$ cat config.mk
export PLATFORM = sky130hd
export DESIGN_NAME = vector_heading_angle
export DESIGN_NICKNAME = d
export VERILOG_FILES = /design/src/rtl/core/vha_pkg.sv /design/src/rtl/core/vha_front.sv /design/src/rtl/core/vha_cordic_stage.sv /design/src/rtl/core/vha_back.sv /design/src/rtl/core/vector_heading_angle.sv
export SDC_FILE = /design/constraint.sdc
export NUM_CORES = 2
export LEC_CHECK = 0
export BUFFER_PORTS_ARGS = -buffer_cell sky130_fd_sc_hd__buf_2
export CAP_MARGIN = 20
export CORE_MARGIN = 2
export CORE_UTILIZATION = 50
export CTS_CLUSTER_DIAMETER = 40
export DETAILED_ROUTE_END_ITERATION = 10
export PLACE_DENSITY = 0.69
export SLEW_MARGIN = 15
export SYNTH_ARGS = -nofsm -noshare
export SYNTH_HDL_FRONTEND = slang
export SYNTH_SLANG_ARGS = --single-unit
$ cat constraint.sdc
create_clock -name clk -period 6.5 [get_ports clk]
set_input_delay 0.325 -clock clk [delete_from_list [all_inputs] [get_ports clk]]
set_output_delay 0.325 -clock clk [all_outputs]
set_load 0.01 [all_outputs]
$ cat src/rtl/core/vha_pkg.sv
`timescale 1ns / 1ps
// Shared types and constants for the vector heading angle block.
// Depends on nothing; used by every module under rtl/core.
package vha_pkg;

	localparam int VEC_SCALE  = 24;
	localparam int ANGLE_FRAC = 18;
	localparam int Z_W        = 29;
	localparam int OUT_SHIFT  = 12;
	localparam int TABLE_LEN  = 24;
	localparam int IDX_W      = 5;
	localparam int OUT_W      = 15;
	localparam int R_W        = 16;

	typedef logic signed [Z_W-1:0] angle_t;

	localparam angle_t DEG180   = angle_t'(180) <<< ANGLE_FRAC;
	localparam angle_t DEG360   = angle_t'(360) <<< ANGLE_FRAC;
	localparam angle_t ROUND_HALF = angle_t'(1) <<< (OUT_SHIFT - 1);

	localparam logic [R_W-1:0]   FULL_TURN    = R_W'(23040);
	localparam logic [OUT_W-1:0] ZERO_HEADING = OUT_W'(5760);

	typedef struct packed {
		logic valid;
		logic zero;
	} ctl_t;

	function automatic angle_t atan_entry(input logic [IDX_W-1:0] idx);
		angle_t a;
		a = '0;
		case (idx)
			5'd0:  a = angle_t'(11796480);
			5'd1:  a = angle_t'(6963869);
			5'd2:  a = angle_t'(3679517);
			5'd3:  a = angle_t'(1867780);
			5'd4:  a = angle_t'(937515);
			5'd5:  a = angle_t'(469214);
			5'd6:  a = angle_t'(234664);
			5'd7:  a = angle_t'(117339);
			5'd8:  a = angle_t'(58671);
			5'd9:  a = angle_t'(29335);
			5'd10: a = angle_t'(14668);
			5'd11: a = angle_t'(7334);
			5'd12: a = angle_t'(3667);
			5'd13: a = angle_t'(1833);
			5'd14: a = angle_t'(917);
			5'd15: a = angle_t'(458);
			5'd16: a = angle_t'(229);
			5'd17: a = angle_t'(115);
			5'd18: a = angle_t'(57);
			5'd19: a = angle_t'(29);
			5'd20: a = angle_t'(14);
			5'd21: a = angle_t'(7);
			5'd22: a = angle_t'(4);
			5'd23: a = angle_t'(2);
			default: a = '0;
		endcase
		return a;
	endfunction

endpackage

$ cat src/rtl/core/vha_front.sv
`timescale 1ns / 1ps
// First pipeline stage: difference vector, fold into the right half plane, scaling.
// Depends on vha_pkg.
module vha_front #(
	parameter int COORD_WIDTH = 16,
	parameter int XY_W        = 44
) (
	input  logic                          clk,
	input  logic                          arst_n,
	input  logic                          take,
	input  logic signed [COORD_WIDTH-1:0] first_x,
	input  logic signed [COORD_WIDTH-1:0] first_y,
	input  logic signed [COORD_WIDTH-1:0] second_x,
	input  logic signed [COORD_WIDTH-1:0] second_y,
	output vha_pkg::ctl_t                 ctl,
	output logic signed [XY_W-1:0]        x,
	output logic signed [XY_W-1:0]        y,
	output vha_pkg::angle_t               z
);

	logic signed [COORD_WIDTH:0] dx, dy, fx, fy;
	logic                        neg;
	vha_pkg::ctl_t               ctl_s1;
	logic signed [XY_W-1:0]      x_s1, y_s1;
	vha_pkg::angle_t             z_s1;

	always_comb begin
		dx  = (COORD_WIDTH+1)'(first_x) - (COORD_WIDTH+1)'(second_x);
		dy  = (COORD_WIDTH+1)'(first_y) - (COORD_WIDTH+1)'(second_y);
		neg = dx[COORD_WIDTH];
		fx  = neg ? -dx : dx;
		fy  = neg ? -dy : dy;
	end

	always_ff @(posedge clk or negedge arst_n) begin
		if (!arst_n) begin
			ctl_s1 <= '0;
		end else begin
			ctl_s1.valid <= take;
			ctl_s1.zero  <= (dx == '0) && (dy == '0);
		end
	end

	always_ff @(posedge clk) begin
		x_s1 <= XY_W'(fx) <<< vha_pkg::VEC_SCALE;
		y_s1 <= XY_W'(fy) <<< vha_pkg::VEC_SCALE;
		z_s1 <= neg ? vha_pkg::DEG180 : '0;
	end

	assign ctl = ctl_s1;
	assign x   = x_s1;
	assign y   = y_s1;
	assign z   = z_s1;

endmodule

$ cat src/rtl/core/vha_cordic_stage.sv
`timescale 1ns / 1ps
// One registered CORDIC vectoring micro-rotation with a fixed shift.
// Depends on vha_pkg for the angle type and the arctangent table.
module vha_cordic_stage #(
	parameter int XY_W = 44,
	parameter int STEP = 0
) (
	input  logic                   clk,
	input  logic                   arst_n,
	input  vha_pkg::ctl_t          ctl_in,
	input  logic signed [XY_W-1:0] x_in,
	input  logic signed [XY_W-1:0] y_in,
	input  vha_pkg::angle_t        z_in,
	output vha_pkg::ctl_t          ctl_out,
	output logic signed [XY_W-1:0] x_out,
	output logic signed [XY_W-1:0] y_out,
	output vha_pkg::angle_t        z_out
);

	localparam vha_pkg::angle_t ATAN = vha_pkg::atan_entry(vha_pkg::IDX_W'(STEP));

	logic signed [XY_W-1:0] sx, sy, nx, ny;
	vha_pkg::angle_t        nz;
	vha_pkg::ctl_t          ctl_s1;
	logic signed [XY_W-1:0] x_s1, y_s1;
	vha_pkg::angle_t        z_s1;

	always_comb begin
		sx = x_in >>> STEP;
		sy = y_in >>> STEP;
		if (!y_in[XY_W-1]) begin
			nx = x_in + sy;
			ny = y_in - sx;
			nz = z_in + ATAN;
		end else begin
			nx = x_in - sy;
			ny = y_in + sx;
			nz = z_in - ATAN;
		end
	end

	always_ff @(posedge clk or negedge arst_n) begin
		if (!arst_n) begin
			ctl_s1 <= '0;
		end else begin
			ctl_s1 <= ctl_in;
		end
	end

	always_ff @(posedge clk) begin
		x_s1 <= nx;
		y_s1 <= ny;
		z_s1 <= nz;
	end

	assign ctl_out = ctl_s1;
	assign x_out   = x_s1;
	assign y_out   = y_s1;
	assign z_out   = z_s1;

endmodule

$ cat src/rtl/core/vha_back.sv
`timescale 1ns / 1ps
// Last pipeline stage: rounds the angle to 1/64 degree and wraps it into one turn.
// Depends on vha_pkg.
module vha_back (
	input  logic                              clk,
	input  logic                              arst_n,
	input  vha_pkg::ctl_t                     ctl_in,
	input  vha_pkg::angle_t                   z_in,
	output logic                              done,
	output logic [vha_pkg::OUT_W-1:0]         heading
);

	vha_pkg::angle_t            zs;
	logic [vha_pkg::R_W-1:0]    r, w;
	logic                       valid_s1;
	logic [vha_pkg::OUT_W-1:0]  heading_s1;

	always_comb begin
		zs = z_in + vha_pkg::DEG360 + vha_pkg::ROUND_HALF;
		r  = zs[vha_pkg::OUT_SHIFT +: vha_pkg::R_W];
		w  = (r >= vha_pkg::FULL_TURN) ? r - vha_pkg::FULL_TURN : r;
	end

	always_ff @(posedge clk or negedge arst_n) begin
		if (!arst_n) begin
			valid_s1 <= 1'b0;
		end else begin
			valid_s1 <= ctl_in.valid;
		end
	end

	always_ff @(posedge clk) begin
		heading_s1 <= ctl_in.zero ? vha_pkg::ZERO_HEADING : w[vha_pkg::OUT_W-1:0];
	end

	assign done    = valid_s1;
	assign heading = heading_s1;

endmodule

$ cat src/rtl/core/vector_heading_angle.sv
`timescale 1ns / 1ps
// Heading of the vector from a second point to a first point, in 1/64 degree.
// Depends on vha_pkg, vha_front, vha_cordic_stage and vha_back.
//
// Usage:
// A transfer into the block happens at a rising edge with start high and busy
// low. The block never raises busy, so a new pair of points may be given in
// every cycle. Each transfer yields one heading, 0 to 23039, counterclockwise
// from the +x axis; a zero vector gives 90 degrees (5760).
// The result is on heading for exactly one cycle while done is high, and is
// taken at the edge that ends that cycle; the receiver cannot hold it off.
// Between the transfer and done, one stage forms and folds the difference
// vector, one stage per micro-rotation follows, and a final stage rounds and
// wraps the angle.
// Throughput is one item per cycle, set by the fully unrolled rotation chain.
// Reset clears every valid bit at once, so nothing in flight is delivered;
// the block is ready as soon as reset is released.
module vector_heading_angle #(
	parameter int CORDIC_STEPS = 16,
	parameter int COORD_WIDTH  = 16
) (
	input  logic                              clk,
	input  logic                              arst_n,
	input  logic                              start,
	output logic                              busy,
	input  logic signed [COORD_WIDTH-1:0]     first_x,
	input  logic signed [COORD_WIDTH-1:0]     first_y,
	input  logic signed [COORD_WIDTH-1:0]     second_x,
	input  logic signed [COORD_WIDTH-1:0]     second_y,
	output logic                              done,
	output logic [vha_pkg::OUT_W-1:0]         heading
);

	localparam int XY_W    = COORD_WIDTH + vha_pkg::VEC_SCALE + 4;
	localparam int LATENCY = CORDIC_STEPS + 2;

	vha_pkg::ctl_t          ctl_p [CORDIC_STEPS+1];
	logic signed [XY_W-1:0] x_p   [CORDIC_STEPS+1];
	logic signed [XY_W-1:0] y_p   [CORDIC_STEPS+1];
	vha_pkg::angle_t        z_p   [CORDIC_STEPS+1];

	assign busy = 1'b0;

	vha_front #(
		.COORD_WIDTH(COORD_WIDTH),
		.XY_W       (XY_W)
	) u_front (
		.clk     (clk),
		.arst_n  (arst_n),
		.take    (start && !busy),
		.first_x (first_x),
		.first_y (first_y),
		.second_x(second_x),
		.second_y(second_y),
		.ctl     (ctl_p[0]),
		.x       (x_p[0]),
		.y       (y_p[0]),
		.z       (z_p[0])
	);

	for (genvar i = 0; i < CORDIC_STEPS; i++) begin : g_step
		vha_cordic_stage #(
			.XY_W(XY_W),
			.STEP(i)
		) u_stage (
			.clk    (clk),
			.arst_n (arst_n),
			.ctl_in (ctl_p[i]),
			.x_in   (x_p[i]),
			.y_in   (y_p[i]),
			.z_in   (z_p[i]),
			.ctl_out(ctl_p[i+1]),
			.x_out  (x_p[i+1]),
			.y_out  (y_p[i+1]),
			.z_out  (z_p[i+1])
		);
	end

	vha_back u_back (
		.clk    (clk),
		.arst_n (arst_n),
		.ctl_in (ctl_p[CORDIC_STEPS]),
		.z_in   (z_p[CORDIC_STEPS]),
		.done   (done),
		.heading(heading)
	);

`ifndef SYNTHESIS
	a_done_follows_start: assert property (@(posedge clk) disable iff (!arst_n)
		done |-> $past(start, LATENCY))
		else $error("Result strobe without a transfer in at the pipeline latency.");

	a_heading_range: assert property (@(posedge clk) disable iff (!arst_n)
		done |-> (heading < vha_pkg::OUT_W'(23040)))
		else $error("Heading lies outside one full turn.");

	a_zero_vector: assert property (@(posedge clk) disable iff (!arst_n)
		(start && !busy && first_x == second_x && first_y == second_y)
		|-> ##LATENCY (done && heading == vha_pkg::ZERO_HEADING))
		else $error("Zero vector did not give a heading of ninety degrees.");
`endif

endmodule
# Word-level counts from Yosys, hierarchy flattened

Cells that the tools add are included.

Bits in registers: 1834
Bits of input ports: 67
Output and inout bits: 17

Add/subtract/negate cells: 96
Order comparisons: 1
Mux-type cells: 49
Reduce and logical (&&, ||, !) cells: 3

Operators by type and width:

| cell             | number |
|---|---|
| $mux W44         | 29 |
| $mux W28         | 16 |
| $add A44 B31 Y44 | 2 |
| $add A44 B32 Y44 | 2 |
| $add A44 B33 Y44 | 2 |
| $add A44 B34 Y44 | 2 |
| $add A44 B35 Y44 | 2 |
| $add A44 B36 Y44 | 2 |
| $add A44 B37 Y44 | 2 |
| $add A44 B38 Y44 | 2 |
| $add A44 B39 Y44 | 2 |
| $add A44 B40 Y44 | 2 |
| $add A44 B41 Y44 | 2 |
| $add A44 B42 Y44 | 2 |
| $add A44 B43 Y44 | 2 |
| $sub A44 B31 Y44 | 2 |
| $sub A44 B32 Y44 | 2 |
| $sub A44 B33 Y44 | 2 |
| $sub A44 B34 Y44 | 2 |
| $sub A44 B35 Y44 | 2 |
| $sub A44 B36 Y44 | 2 |
| $sub A44 B37 Y44 | 2 |
| $sub A44 B38 Y44 | 2 |
| $sub A44 B39 Y44 | 2 |
| 50 further kinds | 60 |

# Depth between registers and ports, before layout

Word-level depth: 4
Mapped depth: 23
Gate-level depth less buffers: 23

# Cells and area by module

A second synthesis with hierarchy kept.

Cell total of the unflattened synthesis: 20673
Area, all modules: 166744.9 sq um

Modules (own cells, without submodules):

| module                                | times used | cells each | area an instance (sq um) |
|---|---|---|---|
| vha_cordic_stage (g_step[0].u_stage)  | 1          | 1441       | 10900.5 |
| vha_cordic_stage (g_step[1].u_stage)  | 1          | 1329       | 10735.3 |
| vha_cordic_stage (g_step[4].u_stage)  | 1          | 1315       | 10371.2 |
| vha_cordic_stage (g_step[3].u_stage)  | 1          | 1244       | 10209.8 |
| vha_cordic_stage (g_step[9].u_stage)  | 1          | 1282       | 10189.8 |
| vha_cordic_stage (g_step[2].u_stage)  | 1          | 1245       | 10143.5 |
| vha_cordic_stage (g_step[5].u_stage)  | 1          | 1240       | 10105.9 |
| vha_cordic_stage (g_step[11].u_stage) | 1          | 1255       | 10092.2 |
| vha_cordic_stage (g_step[12].u_stage) | 1          | 1250       | 10072.2 |
| vha_cordic_stage (g_step[8].u_stage)  | 1          | 1240       | 9998.3 |
| vha_cordic_stage (g_step[13].u_stage) | 1          | 1221       | 9989.6 |
| vha_cordic_stage (g_step[14].u_stage) | 1          | 1229       | 9939.5 |
| vha_cordic_stage (g_step[15].u_stage) | 1          | 1222       | 9925.8 |
| vha_cordic_stage (g_step[7].u_stage)  | 1          | 1225       | 9913.3 |
| +5 rows                               | --         | --         | -- |

# Least setup slack after synthesis

No wires, ideal clock.

Path type: reg2reg
Start: register g_step[10].u_stage.y_s1[26]
End: register g_step[11].u_stage.x_s1[43]
Arrival time: 4.690 ns
Data required time: 6.367 ns
Path slack: 1.678 ns
Cell stages (with the launch flop): 19
Path buffers: 0
Clock period less this slack: 4.822 ns
Path through: dfxtp_1 or3_1 or3_1 nor3_1 nor4b_1 a31oi_1 xnor2_1 ha_1 a21o_1 a21o_1 a21oi_1 nand3b_1 a311oi_1 o31ai_1 a311oi_2 o21ai_0 a31o_2 a2111oi_0 nor3b_1

Word-level cells in the longest chain between the ends: 2
Elaborated cells between the ends (all ways): 3

Ends and longest elaborated chain:

| item                                                 | RTL line                                       | source |
|---|---|---|
| start: declaration                                   | vha_cordic_stage.sv:25                         | `logic signed [XY_W-1:0] x_s1, y_s1;` |
| start signal: assignment                             | vha_cordic_stage.sv:52                         | `y_s1 <= ny;` |
| $add A44 B33 Y44 or $sub A44 B33 Y44 (tied branches) | vha_cordic_stage.sv:32, vha_cordic_stage.sv:36 |  |
| $mux W44 (*)                                         | vha_cordic_stage.sv:31                         | `if (!y_in[XY_W-1]) begin` |
| via g_step[11].u_stage.nx[43]                        | vha_cordic_stage.sv:22                         | `logic signed [XY_W-1:0] sx, sy, nx, ny;` |
| end signal: assignment                               | vha_cordic_stage.sv:51                         | `x_s1 <= nx;` |
| end: declaration                                     | vha_cordic_stage.sv:25                         |  |

Mark *: on every way through the listed nets, which the timed path passes. The rest lies on a longest branch.
A chain may end at the register's enable or synchronous reset.

# Final worst setup path

Start: register g_step[7].u_stage.y_s1[14]
End: register g_step[8].u_stage.x_s1[42]

Word-level cells in the longest chain between the ends: 2
Elaborated cells between the ends (all ways): 3

Ends and longest elaborated chain:

| item                                                 | RTL line |
|---|---|
| start: declaration                                   | vha_cordic_stage.sv:25 |
| start signal: assignment                             | vha_cordic_stage.sv:52 |
| $add A44 B36 Y44 or $sub A44 B36 Y44 (tied branches) | vha_cordic_stage.sv:32, vha_cordic_stage.sv:36 |
| $mux W44 (*)                                         | vha_cordic_stage.sv:31 |
| via g_step[8].u_stage.nx[42]                         | vha_cordic_stage.sv:22 |
| end signal: assignment                               | vha_cordic_stage.sv:51 |
| end: declaration                                     | vha_cordic_stage.sv:25 |

Marked as above.

==> metrics.csv <==
stage,metric,value,unit
timing,fin_setup_tns,0,ns
yosys,synth-edff-count,0,
timing,setup_viol,0,
worst_setup_path,reg2reg_slack,0.89,ns
yosys,ys.flop_type,dfxtp_1,
worst_setup_path,timing.rr.end,g_step[8].u_stage.x_out[42]$_DFF_P_,
final_layout,final_util,55.8,%
final_layout,nets,15200,
placement,dp_hpwl,242000,um
final_layout,fin_cells,16800,
timing,setup_ws,0.886,ns
global_routing,grt_max_degree,78,
timing,clock-skew-final,0.108,ns
timing,fmaxAchievable,178,MHz
hold_path,hold_class,in -> async,
cts,clk_latency,0.89,ns
timing,max_slew_margin,32.0,%
placement,place_inst,16400,
worst_setup_path,ff2ff_path_depth,19,
cts,cts-root-buf,clkbuf_16,
final_layout,final_cell_mix,"ha_1 (1487), a21oi_1 (1433), dfxtp_1 (1407)",
worst_setup_path,cp-end-kind,flop,
cts,cts_max_level,4,
yosys,ys_types,94,
cts,ctsLongestPathBuffers,3,
worst_setup_path,crit_path_start_kind,flop,
worst_setup_path,cp.required,7.30,ns
die,start_util,50.4,%
die,rows,173,
cts,clk_pin_slew_worst_paths,0.06,ns
final_layout,drive_gt1_share,5.11,%
die,core_area,0.223,mm2
placement,port_buffers,82,
cts,post_cts_buffers,0,
yosys,yosysTopAreaCell,dfxtp_1,
final_layout,final_common_cell,ha_1,
timing,hold_viol,0,
flow_run,drv_cap,0,
routing,firstDrtPassIters,6,
die,fp.dieW,478,um
routing,first_iter_violations,6762,
placement,gp_congestion,0.951,
global_routing,grt_pass1_vias,90000,
outcome,status,completed,
routing,viasPerCell,5.71,
worst_setup_path,critPathMaxFanout,7,
yosys,syn_inst,13500,
worst_setup_path,crit_arrival,6.41,ns
yosys,ys_ff_latch,1455,
placement,dpl_worst_slack,0.993,ns
final_layout,fillers,20500,
worst_setup_path,crit_type,reg -> reg,
die,ios,84,
yosys,synth_top_area_share,25.3,%
yosys,ys_seq_area_share,26.1,%
cts,cts.sinks,1455,
timing,grt_setup_unrepaired,no,
global_routing,overflow,0,
routing,wl,301000,um
routing,drc,0,
global_routing,grt_antenna_before_repair,8,
die,die-area,0.228,mm2
worst_setup_path,r2r-start,g_step[7].u_stage.y_out[14]$_DFF_P_,
timing,fin_crit_sh,86.4,%
yosys,syn_area,0.112,mm2
routing,vias,96100,
global_routing,track_usage,25.3,%
yosys,ys_warn_count,0,
global_routing,grt_pass1_wl,477000,um
routing,wire_per_inst,17.9,um
timing,slew_violations,0,
final_layout,area_growth_syn_to_layout,10.7,%
yosys,async_reset_ff_share,2.41,%
cts,cts_made_buffers,230,
routing,detail-route-antenna-nets,0,
timing,fin_crit,5.61,ns
cts,cts-resized-gates,0,
die,die_h,478,um
yosys,avgSynthCellArea,8.33,um2
yosys,synth_nets,15100,
cts,tritoncts,yes,
yosys,synth.area.top_cells,"dfxtp_1 (25%), ha_1 (17%), xnor2_1 (9.5%)",
timing,tightest_slew,1.01,ns
[metal layers]
metal	wire length [um]	global-route usage, %	up-vias
met4	11900	9.92	0
met2	137000	41.7	2398
li1	-	-	48700
met3	16300	3.71	588
met5	0	0	-
met1	136000	33.1	44400
[sequential cells by signal, summed over array words and instances (netlist names)]
signal / cells
g_step.u_stage.ctl_out: 32
u_back.heading: 15
u_front.z: 1
u_front.y: 17
u_back.done: 1
g_step.u_stage.y_out: 501
g_step.u_stage.z_out: 386
u_front.ctl: 2
g_step.u_stage.x_out: 483
u_front.x: 17
[worst max path at each step]
stage,startpoint,end,slack [ns],cells after the start
2_1_floorplan,g_step[10].u_stage.y_out[26]$_DFF_P_,g_step[11].u_stage.x_out[43]$_DFF_P_,1.68,18
3_3_place_gp,g_step[5].u_stage.x_out[11]$_DFF_P_,g_step[6].u_stage.y_out[40]$_DFF_P_,1.05,20
3_5_place_dp,g_step[7].u_stage.y_out[14]$_DFF_P_,g_step[8].u_stage.x_out[42]$_DFF_P_,0.99,19
4_1_cts,g_step[5].u_stage.x_out[11]$_DFF_P_,g_step[6].u_stage.y_out[40]$_DFF_P_,0.97,20
5_1_grt,g_step[5].u_stage.x_out[11]$_DFF_P_,g_step[6].u_stage.y_out[40]$_DFF_P_,0.39,20
6_report,g_step[7].u_stage.y_out[14]$_DFF_P_,g_step[8].u_stage.x_out[42]$_DFF_P_,0.89,19
[worst max-delay path: stages (launching register included)]
cell and delay [ns]:
dfxtp_1 0.35, or4_1 0.57, nor4b_1 0.65, nand2_1 0.16, nor4_1 0.66, nand3_1 0.14
nor2_1 0.19, inv_1 0.16, o21a_1 0.21, xnor2_1 0.14, ha_1 0.37, nand3_1 0.10
nor2_1 0.23, nand2_1 0.10, o31ai_1 0.49, a41oi_1 0.29, o21ai_0 0.26, nor2_1 0.09
o21ai_0 0.20, xor2_1 0.19
[cell families after synthesis]
logic type | after synthesis | share of synthesized area [%]
multiplexers | 57 | 0.544
other | 1 | 0.00334
flip-flops | 1455 | 26.1
buffers and inverters | 816 | 2.73
AO/OA/AOI/OAI | 3890 | 21.8
AND/OR/NAND/NOR | 3769 | 16.3
adder cells (fa/ha/maj) | 1522 | 17.2
XOR/XNOR | 1964 | 15.3
[final cells by class]
| type | instances | area (um2) | share of cell area (%) |
|---|---|---|---|
| repair buffers | 151 | 971 | 0.781 |
| inverters | 602 | 2260 | 1.82 |
| clock inverters | 164 | 1940 | 1.56 |
| diodes | 4 | 10.0 | 0.00805 |
| flip-flops and latches | 1455 | 29300 | 23.6 |
| well taps | 2975 | 3720 | 3.00 |
| multi-input cells | 11200 | 79900 | 64.3 |
| clock buffers | 274 | 6130 | 4.93 |
[Yosys cell counts, types with 25 or more instances]
cell type / n
dfxtp_1: 1420
o31a_1: 34
o31ai_1: 67
or3_1: 96
nand4_1: 117
or4_1: 37
or2_2: 42
dfrtp_1: 35
o211ai_1: 43
inv_1: 595
and3_1: 140
nand2b_1: 189
nor2b_1: 214
xnor2_1: 1221
nor2_1: 1299
fa_1: 35
nor3b_1: 25
o21bai_1: 168
and2_1: 102
clkbuf_1: 183
mux2_2: 32
a21boi_0: 36
a21oi_1: 1433
nor3_1: 359
a2111oi_0: 25
o21a_1: 212
o41ai_1: 51
a31oi_1: 184
a21o_1: 583
buf_1: 29
o21ai_0: 628
xor2_1: 743
a211o_1: 28
nor4_1: 111
ha_1: 1487
mux2i_1: 25
a41oi_1: 29
a31o_2: 34
a211oi_1: 95
nand3_1: 241
nand2_1: 666
a221oi_1: 30
and4_1: 41
[metrics by stage]
step                cell area [um2]  hold slack (ns)
finish                       124000           0.0427
global route                 124000           0.0583
CTS                          124000          0.00621
detailed placement           116000            0.314
global placement             116000            0.313
floorplan                    112000           0.0294
[repair_timing]
item / CTS / global route
endpoints found under the hold margin: 47 / 0
endpoints found under the setup margin: 0 / 0
hold buffers: 17 / 0
Power is left out: the tool's default activity adds up to more than one toggle a clock period on the data nets, which glitch-free logic cannot reach.
